<file path="src/bezier_de_casteljau_sampler_unit_defines.svh">
// Assertion macros for the Bezier sampler RTL.
// Included by files that carry concurrent checks; no other dependencies.
`ifndef BEZIER_DE_CASTELJAU_SAMPLER_UNIT_DEFINES_SVH
`define BEZIER_DE_CASTELJAU_SAMPLER_UNIT_DEFINES_SVH
`ifndef SYNTHESIS
`define BDC_ASSERT(label, clk, rst_n, prop, msg) \
    label: assert property (@(posedge clk) disable iff (!rst_n) (prop)) else $error(msg);
`define BDC_ASSERT_NORST(label, clk, prop, msg) \
    label: assert property (@(posedge clk) (prop)) else $error(msg);
`else
`define BDC_ASSERT(label, clk, rst_n, prop, msg)
`define BDC_ASSERT_NORST(label, clk, prop, msg)
`endif
`endif

</file>
<file path="src/bdc_pkg.sv">
// Shared types and constants for the Bezier sampler.
// No dependencies.
package bdc_pkg;

    localparam int SEG_BITS      = 10;
    localparam int PC_BITS       = 5;
    localparam int SLOT_BITS     = 4;
    localparam int SAMPLE_BITS   = 10;
    localparam int CFG_IDX_BITS  = 2;
    localparam int CFG_DATA_BITS = 10;
    localparam int STATUS_BITS   = 2;
    localparam int T_FRAC_BITS   = 16;
    localparam int T_BITS        = T_FRAC_BITS + 1;
    localparam int ONE_Q16       = 65536;
    localparam int DIV_STEPS     = SAMPLE_BITS + T_FRAC_BITS;
    localparam int DIV_CNT_BITS  = 5;
    localparam int SEG_RESET     = 16;

    localparam logic [CFG_IDX_BITS-1:0] CFG_SEGMENT_COUNT = 2'd0;
    localparam logic [CFG_IDX_BITS-1:0] CFG_POINT_COUNT   = 2'd1;

    typedef enum logic [STATUS_BITS-1:0] {
        STATUS_OK       = 2'd0,
        STATUS_NO_CURVE = 2'd1,
        STATUS_RANGE    = 2'd2
    } status_t;

    typedef enum logic {
        KIND_LOAD   = 1'b0,
        KIND_SAMPLE = 1'b1
    } kind_t;

    typedef enum logic [4:0] {
        S_IDLE   = 5'b00001,
        S_DIV    = 5'b00010,
        S_LEVEL  = 5'b00100,
        S_SINGLE = 5'b01000,
        S_FINISH = 5'b10000
    } state_t;

endpackage

</file>
<file path="src/bdc_ram.sv">
// Generic single-write, single-read RAM with registered read data.
// No dependencies.
module bdc_ram #(
    parameter int WIDTH = 8,
    parameter int DEPTH = 16,
    localparam int AW = $clog2(DEPTH)
) (
    input  logic             clk,
    input  logic             wr_en,
    input  logic [AW-1:0]    wr_addr,
    input  logic [WIDTH-1:0] wr_data,
    input  logic [AW-1:0]    rd_addr,
    output logic [WIDTH-1:0] rd_data
);

    logic [WIDTH-1:0] mem_reg [DEPTH];
    logic [WIDTH-1:0] rd_data_reg;

    always_ff @(posedge clk)
    begin
        if (wr_en)
        begin
            mem_reg[wr_addr] <= wr_data;
        end
        rd_data_reg <= mem_reg[rd_addr];
    end

    assign rd_data = rd_data_reg;

endmodule

</file>
<file path="src/bezier_de_casteljau_sampler_unit.sv">
// Load word: written to the control point store, no result. Sample word with
// n >= 2 points: t comes from the 26-step serial divider, then the single lerp
// pipeline makes one pass per level and drains before the level shrinks.
// Status-only answers and a single point skip both. One sample in flight.
// Reset clears control state: segment_count 16, point_count 0; the control
// point store is not cleared and holds garbage until loaded.
`include "bezier_de_casteljau_sampler_unit_defines.svh"

module bezier_de_casteljau_sampler_unit #(
    parameter int MAX_POINTS = 16,
    parameter int COORD_BITS = 24
) (
    input  logic                                  clk,
    input  logic                                  rst_n,
    input  logic                                  in_valid,
    output logic                                  in_stall,
    input  logic                                  kind,
    input  logic [bdc_pkg::SLOT_BITS-1:0]         point_index,
    input  logic signed [COORD_BITS-1:0]          point_x,
    input  logic signed [COORD_BITS-1:0]          point_y,
    input  logic [bdc_pkg::SAMPLE_BITS-1:0]       sample_index,
    output logic                                  out_valid,
    input  logic                                  out_stall,
    output logic signed [COORD_BITS-1:0]          curve_x,
    output logic signed [COORD_BITS-1:0]          curve_y,
    output logic [bdc_pkg::STATUS_BITS-1:0]       status,
    input  logic                                  cfg_valid,
    output logic                                  cfg_ready,
    input  logic [bdc_pkg::CFG_IDX_BITS-1:0]      cfg_index,
    input  logic [bdc_pkg::CFG_DATA_BITS-1:0]     cfg_data
);

    localparam int AW = $clog2(MAX_POINTS);
    localparam int CW = $clog2(MAX_POINTS + 1);
    localparam int DW = COORD_BITS + 1;
    localparam int PW = COORD_BITS + bdc_pkg::T_BITS + 2;
    localparam int RW = 2 * COORD_BITS;
    localparam logic signed [PW-1:0] ROUND_HALF = PW'(2 ** (bdc_pkg::T_FRAC_BITS - 1));

    // Control state
    bdc_pkg::state_t                    state_reg, state_next;
    logic [bdc_pkg::SEG_BITS-1:0]       seg_reg;
    logic [bdc_pkg::PC_BITS-1:0]        pc_reg;
    logic [CW-1:0]                      lvl_reg, lvl_next;
    logic [CW-1:0]                      rd_cnt_reg, rd_cnt_next;
    logic                               first_reg, first_next;
    logic [bdc_pkg::DIV_CNT_BITS-1:0]   div_cnt_reg, div_cnt_next;
    logic [bdc_pkg::DIV_STEPS-1:0]      dvd_reg, dvd_next;
    logic [bdc_pkg::SEG_BITS-1:0]       rem_reg, rem_next;
    logic                               v1_reg, v2_reg, v3_reg;
    logic                               out_valid_reg;

    // Datapath
    logic [AW-1:0]                      idx1_reg, idx2_reg, idx3_reg;
    logic signed [COORD_BITS-1:0]       ax_reg, ay_reg, ahx_reg, ahy_reg, ah2x_reg, ah2y_reg;
    logic signed [DW-1:0]               dx_reg, dy_reg;
    logic signed [PW-1:0]               px_reg, py_reg;
    logic signed [COORD_BITS-1:0]       last_x_reg, last_y_reg;
    logic signed [COORD_BITS-1:0]       res_x_reg, res_x_next, res_y_reg, res_y_next;
    bdc_pkg::status_t                   res_st_reg, res_st_next;
    logic signed [COORD_BITS-1:0]       out_x_reg, out_y_reg;
    bdc_pkg::status_t                   out_st_reg;

    logic                               in_acc;
    logic                               issue;
    logic                               slot_ok;
    logic                               deliver;
    logic [CW-1:0]                      n_use;
    logic [bdc_pkg::SEG_BITS:0]         rem_sh, rem_sub;
    logic                               q_bit;
    logic signed [bdc_pkg::T_BITS:0]    t_s;
    logic [RW-1:0]                      ctrl_rd, work_rd, src_rd, work_wr;
    logic [AW-1:0]                      ctrl_rd_addr;
    logic signed [COORD_BITS-1:0]       src_x, src_y, lerp_x, lerp_y;
    logic signed [PW-1:0]               sum_x, sum_y, wide_x, wide_y;

    assign in_stall  = (state_reg != bdc_pkg::S_IDLE);
    assign in_acc    = in_valid && !in_stall;
    assign cfg_ready = 1'b1;
    assign slot_ok   = (int'(point_index) < MAX_POINTS);
    assign deliver   = (state_reg == bdc_pkg::S_FINISH) && (!out_valid_reg || !out_stall);

    always_comb
    begin
        if (int'(pc_reg) > MAX_POINTS)
        begin
            n_use = CW'(MAX_POINTS);
        end
        else
        begin
            n_use = CW'(pc_reg);
        end
    end

    // Restoring divide step: t = floor(i * 65536 / segment_count)
    assign rem_sh  = {rem_reg, dvd_reg[bdc_pkg::DIV_STEPS-1]};
    assign rem_sub = rem_sh - {1'b0, seg_reg};
    assign q_bit   = (rem_sh >= {1'b0, seg_reg});
    assign t_s     = signed'({1'b0, dvd_reg[bdc_pkg::T_BITS-1:0]});

    // Memories
    assign ctrl_rd_addr = ((state_reg == bdc_pkg::S_LEVEL) && first_reg) ?
                          rd_cnt_reg[AW-1:0] : '0;

    bdc_ram #(
        .WIDTH (RW),
        .DEPTH (MAX_POINTS)
    ) u_ctrl_ram (
        .clk     (clk),
        .wr_en   (in_acc && (kind == bdc_pkg::KIND_LOAD) && slot_ok),
        .wr_addr (AW'(point_index)),
        .wr_data ({point_x, point_y}),
        .rd_addr (ctrl_rd_addr),
        .rd_data (ctrl_rd)
    );

    bdc_ram #(
        .WIDTH (RW),
        .DEPTH (MAX_POINTS)
    ) u_work_ram (
        .clk     (clk),
        .wr_en   (v3_reg),
        .wr_addr (idx3_reg),
        .wr_data (work_wr),
        .rd_addr (rd_cnt_reg[AW-1:0]),
        .rd_data (work_rd)
    );

    assign src_rd = first_reg ? ctrl_rd : work_rd;
    assign src_x  = signed'(src_rd[RW-1 -: COORD_BITS]);
    assign src_y  = signed'(src_rd[COORD_BITS-1:0]);

    // Lerp tail: a + floor(((b - a) * t + half) / 65536)
    assign sum_x   = px_reg + ROUND_HALF;
    assign sum_y   = py_reg + ROUND_HALF;
    assign wide_x  = (sum_x >>> bdc_pkg::T_FRAC_BITS)
                     + {{(PW-COORD_BITS){ah2x_reg[COORD_BITS-1]}}, ah2x_reg};
    assign wide_y  = (sum_y >>> bdc_pkg::T_FRAC_BITS)
                     + {{(PW-COORD_BITS){ah2y_reg[COORD_BITS-1]}}, ah2y_reg};
    assign lerp_x  = wide_x[COORD_BITS-1:0];
    assign lerp_y  = wide_y[COORD_BITS-1:0];
    assign work_wr = {lerp_x, lerp_y};

    // Sequencer
    always_comb
    begin
        state_next   = state_reg;
        lvl_next     = lvl_reg;
        rd_cnt_next  = rd_cnt_reg;
        first_next   = first_reg;
        div_cnt_next = div_cnt_reg;
        dvd_next     = dvd_reg;
        rem_next     = rem_reg;
        res_x_next   = res_x_reg;
        res_y_next   = res_y_reg;
        res_st_next  = res_st_reg;
        issue        = 1'b0;
        case (state_reg)
            bdc_pkg::S_IDLE:
            begin
                if (in_acc && (kind == bdc_pkg::KIND_SAMPLE))
                begin
                    if ((n_use == '0) || (seg_reg == '0))
                    begin
                        res_x_next  = '0;
                        res_y_next  = '0;
                        res_st_next = bdc_pkg::STATUS_NO_CURVE;
                        state_next  = bdc_pkg::S_FINISH;
                    end
                    else if ((sample_index > seg_reg) ||
                             ((n_use == CW'(1)) && (sample_index != '0)))
                    begin
                        res_x_next  = '0;
                        res_y_next  = '0;
                        res_st_next = bdc_pkg::STATUS_RANGE;
                        state_next  = bdc_pkg::S_FINISH;
                    end
                    else if (n_use == CW'(1))
                    begin
                        state_next = bdc_pkg::S_SINGLE;
                    end
                    else
                    begin
                        dvd_next     = {sample_index, {bdc_pkg::T_FRAC_BITS{1'b0}}};
                        rem_next     = '0;
                        div_cnt_next = bdc_pkg::DIV_CNT_BITS'(bdc_pkg::DIV_STEPS);
                        lvl_next     = n_use;
                        rd_cnt_next  = '0;
                        first_next   = 1'b1;
                        state_next   = bdc_pkg::S_DIV;
                    end
                end
            end
            bdc_pkg::S_DIV:
            begin
                dvd_next     = {dvd_reg[bdc_pkg::DIV_STEPS-2:0], q_bit};
                rem_next     = q_bit ? rem_sub[bdc_pkg::SEG_BITS-1:0]
                                     : rem_sh[bdc_pkg::SEG_BITS-1:0];
                div_cnt_next = div_cnt_reg - 1'b1;
                if (div_cnt_reg == bdc_pkg::DIV_CNT_BITS'(1))
                begin
                    state_next = bdc_pkg::S_LEVEL;
                end
            end
            bdc_pkg::S_LEVEL:
            begin
                if (rd_cnt_reg != lvl_reg)
                begin
                    issue       = 1'b1;
                    rd_cnt_next = rd_cnt_reg + 1'b1;
                end
                else if (!v1_reg && !v2_reg && !v3_reg)
                begin
                    // level drained: either the last point is out, or shrink by one
                    if (lvl_reg == CW'(2))
                    begin
                        res_x_next  = last_x_reg;
                        res_y_next  = last_y_reg;
                        res_st_next = bdc_pkg::STATUS_OK;
                        state_next  = bdc_pkg::S_FINISH;
                    end
                    else
                    begin
                        lvl_next    = lvl_reg - 1'b1;
                        rd_cnt_next = '0;
                        first_next  = 1'b0;
                    end
                end
            end
            bdc_pkg::S_SINGLE:
            begin
                res_x_next  = signed'(ctrl_rd[RW-1 -: COORD_BITS]);
                res_y_next  = signed'(ctrl_rd[COORD_BITS-1:0]);
                res_st_next = bdc_pkg::STATUS_OK;
                state_next  = bdc_pkg::S_FINISH;
            end
            bdc_pkg::S_FINISH:
            begin
                if (deliver)
                begin
                    state_next = bdc_pkg::S_IDLE;
                end
            end
            default:
            begin
                state_next = bdc_pkg::S_IDLE;
            end
        endcase
    end

    always_ff @(posedge clk or negedge rst_n)
    begin
        if (!rst_n)
        begin
            state_reg     <= bdc_pkg::S_IDLE;
            seg_reg       <= bdc_pkg::SEG_BITS'(bdc_pkg::SEG_RESET);
            pc_reg        <= '0;
            lvl_reg       <= '0;
            rd_cnt_reg    <= '0;
            first_reg     <= 1'b0;
            div_cnt_reg   <= '0;
            v1_reg        <= 1'b0;
            v2_reg        <= 1'b0;
            v3_reg        <= 1'b0;
            out_valid_reg <= 1'b0;
        end
        else
        begin
            state_reg   <= state_next;
            lvl_reg     <= lvl_next;
            rd_cnt_reg  <= rd_cnt_next;
            first_reg   <= first_next;
            div_cnt_reg <= div_cnt_next;
            v1_reg      <= issue;
            v2_reg      <= v1_reg && (idx1_reg != '0);
            v3_reg      <= v2_reg;
            if (cfg_valid && cfg_ready)
            begin
                case (cfg_index)
                    bdc_pkg::CFG_SEGMENT_COUNT: seg_reg <= cfg_data[bdc_pkg::SEG_BITS-1:0];
                    bdc_pkg::CFG_POINT_COUNT:   pc_reg  <= cfg_data[bdc_pkg::PC_BITS-1:0];
                    default:                    ;
                endcase
            end
            if (deliver)
            begin
                out_valid_reg <= 1'b1;
            end
            else if (!out_stall)
            begin
                out_valid_reg <= 1'b0;
            end
        end
    end

    always_ff @(posedge clk)
    begin
        dvd_reg    <= dvd_next;
        rem_reg    <= rem_next;
        res_x_reg  <= res_x_next;
        res_y_reg  <= res_y_next;
        res_st_reg <= res_st_next;
        idx1_reg   <= rd_cnt_reg[AW-1:0];
        // stage 1: hold b as next a, form b - a
        if (v1_reg)
        begin
            ax_reg   <= src_x;
            ay_reg   <= src_y;
            ahx_reg  <= ax_reg;
            ahy_reg  <= ay_reg;
            dx_reg   <= {src_x[COORD_BITS-1], src_x} - {ax_reg[COORD_BITS-1], ax_reg};
            dy_reg   <= {src_y[COORD_BITS-1], src_y} - {ay_reg[COORD_BITS-1], ay_reg};
            idx2_reg <= idx1_reg - AW'(1);
        end
        // stage 2: multiply by t
        px_reg   <= dx_reg * t_s;
        py_reg   <= dy_reg * t_s;
        ah2x_reg <= ahx_reg;
        ah2y_reg <= ahy_reg;
        idx3_reg <= idx2_reg;
        // stage 3: round, add a, write back
        if (v3_reg)
        begin
            last_x_reg <= lerp_x;
            last_y_reg <= lerp_y;
        end
        if (deliver)
        begin
            out_x_reg  <= res_x_reg;
            out_y_reg  <= res_y_reg;
            out_st_reg <= res_st_reg;
        end
    end

    assign out_valid = out_valid_reg;
    assign curve_x   = out_x_reg;
    assign curve_y   = out_y_reg;
    assign status    = out_st_reg;

    `BDC_ASSERT(a_wb_in_level, clk, rst_n, v3_reg |-> (state_reg == bdc_pkg::S_LEVEL), "lerp write outside level pass")
    `BDC_ASSERT(a_rd_bound, clk, rst_n, (state_reg == bdc_pkg::S_LEVEL) |-> ((rd_cnt_reg <= lvl_reg) && (lvl_reg >= CW'(2))), "level read counter out of bounds")
    `BDC_ASSERT(a_t_range, clk, rst_n, (state_reg == bdc_pkg::S_LEVEL) |-> (dvd_reg <= bdc_pkg::DIV_STEPS'(bdc_pkg::ONE_Q16)), "interpolation parameter above one")
    `BDC_ASSERT(a_finish_out, clk, rst_n, deliver |=> (out_valid_reg && (state_reg == bdc_pkg::S_IDLE)), "finished sample not presented")
    `BDC_ASSERT_NORST(a_reset_quiet, clk, (!rst_n) |=> !out_valid_reg, "result valid right after reset")

endmodule
</file>
<file path="config.mk">
export PLATFORM = sky130hd
export DESIGN_NAME = bezier_de_casteljau_sampler_unit
export DESIGN_NICKNAME = d
export VERILOG_FILES = /design/src/bdc_pkg.sv /design/src/bdc_ram.sv /design/src/bezier_de_casteljau_sampler_unit.sv
export VERILOG_INCLUDE_DIRS = /design/src /design/src/src
export SDC_FILE = /design/constraint.sdc
export NUM_CORES = 2
export LEC_CHECK = 0
export BUFFER_PORTS_ARGS = -buffer_cell sky130_fd_sc_hd__buf_2
export CORE_MARGIN = 2
export CORE_UTILIZATION = 55
export CTS_BUF_LIST = sky130_fd_sc_hd__clkbuf_4 sky130_fd_sc_hd__clkbuf_8
export DETAILED_ROUTE_END_ITERATION = 7
export GPL_ROUTABILITY_DRIVEN = 0
export PLACE_DENSITY = 0.71
export SLEW_MARGIN = 0
export SYNTH_ARGS = -nofsm -noshare
export SYNTH_HDL_FRONTEND = slang
export SYNTH_SLANG_ARGS = --single-unit
</file>
<file path="constraint.sdc">
create_clock -name clk -period 8.9 [get_ports clk]
set_input_delay 1.335 -clock clk [delete_from_list [all_inputs] [get_ports clk]]
set_output_delay 1.335 -clock clk [all_outputs]
set_load 0.01 [all_outputs]
</file>
==> results.json <==
{
  "netSwitchingPower_mw": 3.925,
  "num-nets-final": 9352,
  "port_buffers": 131,
  "viasPerCell": 5.912,
  "numCtsBuffers": 345,
  "grt_pass1_vias": 68180,
  "synthSimpleGateAreaFrac": 0.08294,
  "slew_viol_final": 0,
  "synth_area_mm2": 0.1091,
  "synth_edf_count": 1870,
  "synth_seq_area_share": 0.5610,
  "die_w_um": 449.4,
  "synth_adder_area_share": 0.1811,
  "finalCriticalPeriod_ns": 7.570,
  "r2r_start": "dvd_reg[2]$_SDFFCE_PN0P_",
  "reg2regPathDepth": 21,
  "synth_compound_area_frac": 0.05461,
  "synth.avg_cell_area_um2": 13.76,
  "pin_count": 133,
  "seq_area_mm2": 0.06123,
  "cts-root-buf": "clkbuf_8",
  "path_class": "reg2reg",
  "setup_viol": 0,
  "min_period_over_period": 0.8506,
  "initial_core_util": 0.5532,
  "yosys_warnings": 0,
  "synthCells": 7928,
  "tightestPinTransition_ns": 1.437,
  "die_area_mm2": 0.2019,
  "clock-sinks": 2112,
  "leakage_nw": 46.68,
  "r2r_slack_ns": 1.33,
  "layout-area-overhead-vs-synth_pct": 10.25,
  "core-area_mm2": 0.1972,
  "crit_path_start_kind": "register",
  "postRouteWirelength_mm": 273.1,
  "cts_tree": "done",
  "layout-drive-gt1-share": 0.1419,
  "clockPowerShare": 0.442,
  "routedWlPerCell_um": 24.59,
  "grt_max_degree": 126,
  "r2r-end": "py_reg[39]$_DFF_P_",
  "grt_first_pass_wirelength_mm": 416.4,
  "fin_cells": 11110,
  "whs_endpoint": "ah2x_reg[10]$_DFF_P_",
  "cts_hold_buf": 0,
  "synth_ff_type": "edfxtp_1",
  "yosys.area.top_type": "edfxtp_1",
  "cp.arrival_ns": 8.46,
  "clockBufferDepth": 4,
  "cts_resized": 0,
  "dr.pass1.iters": 6,
  "drt_iter0_drc": 7487,
  "power_per_cell_area_mw_per_mm2": 162.2,
  "grt.total_usage": 0.2735,
  "ys_seq_elements": 2112,
  "dp_cells": 10460,
  "route.vias.total": 65670,
  "outcome": "finished clean",
  "drc": 0,
  "clk_pin_slew_ns": 0.06,
  "internal-power_mw": 15.58,
  "htree_num_levels": 5,
  "synth_area_leaders": "edfxtp_1 51%, fa_1 15%, mux4_2 5.0%, dfxtp_1 3.7%, ha_1 3.6%",
  "switching_share": 0.2012,
  "tns_ns": 0,
  "fin_worst_skew_ns": 0.1116,
  "critPathCaptureType": "register",
  "antenna_found_initial": 21,
  "synth_xor_area_frac": 0.01726,
  "hpwlAfterDp_mm": 169.5,
  "synth_fp_nets": 9111,
  "async_flop_share": 0.01894,
  "worstHoldStart": "ahx_reg[10]$_DFFE_PP_",
  "worstPathRequired_ns": 9.79,
  "hold_depth": 0,
  "yosysUniqueCellTypes": 79,
  "fillers": 14630,
  "rsz0062_at_grt": "no",
  "cts_setup_buffers": 0,
  "postRouteAntennaNets": 0,
  "die_h_um": 449.4,
  "hold_class": "reg2reg",
  "synth_top_area_share": 0.5147,
  "muxShareOfSynthArea": 0.05516,
  "maxClockFrequency_mhz": 132.1,
  "placed_area_mm2": 0.1131,
  "clkLatencyLatePin_ns": 1.07,
  "hold_viol": 0,
  "max-slew-margin-rel": 0.03793,
  "fin_area_mm2": 0.1203,
  "timing.max_cap.violations": 0,
  "synth_top_family_by_area": "adder cells",
  "globalRouteOverflowTotal": 0,
  "irDropWorstVdd_uv": 181.2,
  "multi_input_area_mm2": 0.04312,
  "comb_power_share": 0.009,
  "row_count": 163,
  "cp_max_fo": 28,
  "holdWs_ns": 0.3152,
  "power_frac_seq": 0.549
}
-- critical path, stage by stage (launching register included) --
cell	delay (ns)
edfxtp_1	1.09
buf_4	0.51
nand2_1	0.13
fa_1	0.43
fa_1	0.55
inv_1	0.05
fa_1	0.48
fa_1	0.55
inv_1	0.05
fa_1	0.47
inv_1	0.05
ha_1	0.29
o21ai_0	0.10
a21oi_1	0.21
nand2_1	0.07
o31ai_1	0.73
a31oi_1	0.28
o31ai_1	0.68
a21oi_1	0.21
a21oi_1	0.24
a21oi_1	0.11
xnor2_1	0.13
-- through the flow --
| step | utilization | setup WS [ns] | power (mW) |
|---|---|---|---|
| 2_1_floorplan | - | 2.441 | 11.00 |
| 3_3_place_gp | 0.5735 | 1.423 | 11.08 |
| 3_5_place_dp | 0.5735 | 1.360 | 11.09 |
| 4_1_cts | 0.6091 | 1.270 | 19.62 |
| 5_1_grt | 0.6099 | 0.8183 | 20.07 |
| 6_report | 0.6099 | 1.330 | 19.51 |
-- cells by family (layout without fill, tap and decap cells) --
kind of cell,Yosys count,count (layout)
AOI/OAI and AO/OA,879,879
xor gates and xnor gates,215,215
adders and majority gates,1103,1103
buffers and inverters,1391,1892
DFF,2112,2112
muxes,295,295
other,1,39
and+or+nand+nor,1932,1932
-- power by group through the flow --
stage,Sequential (mW),Clock (mW),Combinational (mW)
6_report,10.7,8.62,0.179
5_1_grt,10.7,9.17,0.198
4_1_cts,10.7,8.73,0.177
3_5_place_dp,10.9,0,0.175
3_3_place_gp,10.9,0,0.165
2_1_floorplan,10.9,0,0.0803
-- final cells by class --
type / count / area share
clock buffer: 486 / 0.05046
antenna: 38 / 0.0007905
timing repair buffer: 263 / 0.01400
sequential: 2112 / 0.5090
multi-input combinational: 4425 / 0.3585
tap: 2640 / 0.02746
inverter: 1022 / 0.03189
clock inverter: 121 / 0.007905
-- cells in the mapped netlist (10+ instances only) --
cell type / n
a211oi_1: 24
a21boi_0: 10
a21o_1: 43
a21oi_1: 201
a22o_1: 48
a311oi_1: 98
a31oi_1: 66
and2_1: 412
and3_1: 36
buf_1: 35
clkbuf_1: 329
dfrtp_1: 38
dfxtp_1: 202
edfxtp_1: 1870
fa_1: 793
ha_1: 310
inv_1: 1021
mux2_2: 50
mux4_2: 240
nand2_1: 967
nand2b_1: 23
nand3_1: 178
nand3b_1: 10
nand4_1: 12
nor2_1: 143
nor2b_1: 29
nor3_1: 79
o21a_1: 28
o21ai_0: 88
o21bai_1: 11
o221ai_1: 53
o22ai_1: 142
o31ai_1: 10
or3_1: 11
xnor2_1: 155
xor2_1: 60
-- per-layer routing --
| metal | vias to the layer above | wire length [µm] | GRT usage |
|---|---|---|---|
| met5 | - | 82 | 0 |
| met4 | 12 | 8269 | 0.09370 |
| met3 | 485 | 24750 | 0.04897 |
| met2 | 3276 | 130700 | 0.4387 |
| met1 | 33690 | 109300 | 0.3802 |
| li1 | 28200 | - | - |
-- cell usage in the layout (no fill, tap or decap), drive strengths merged, types with 12 or more instances in the layout --
cell type / count
xor2: 60
xnor2: 155
nor3: 79
a21oi: 202
o21a: 28
o221ai: 53
clkbuf: 486
clkinv: 95
nand2b: 23
nand4: 12
buf: 263
diode: 38
mux4: 240
and2: 413
bufinv: 15
nor2b: 29
dfxtp: 202
nor2: 143
dfrtp: 38
nand2: 967
a31oi: 67
a21o: 43
nand3: 178
edfxtp: 1870
o22ai: 142
a311oi: 98
a22o: 48
ha: 310
o21ai: 90
fa: 793
a211oi: 24
and3: 36
inv: 1025
mux2: 50
-- worst max-delay path by stage --
stage / start / endpoint / cells after the start
floorplan: dvd_reg[10]$_SDFFCE_PN0P_ / px_reg[29]$_DFF_P_ / 25
global placement: dvd_reg[13]$_SDFFCE_PN0P_ / py_reg[39]$_DFF_P_ / 22
detailed placement: dvd_reg[13]$_SDFFCE_PN0P_ / py_reg[39]$_DFF_P_ / 22
CTS: dvd_reg[13]$_SDFFCE_PN0P_ / py_reg[39]$_DFF_P_ / 22
global route: dvd_reg[13]$_SDFFCE_PN0P_ / py_reg[39]$_DFF_P_ / 21
finish: dvd_reg[2]$_SDFFCE_PN0P_ / py_reg[39]$_DFF_P_ / 21
Power figures use the tool's default switching activity.
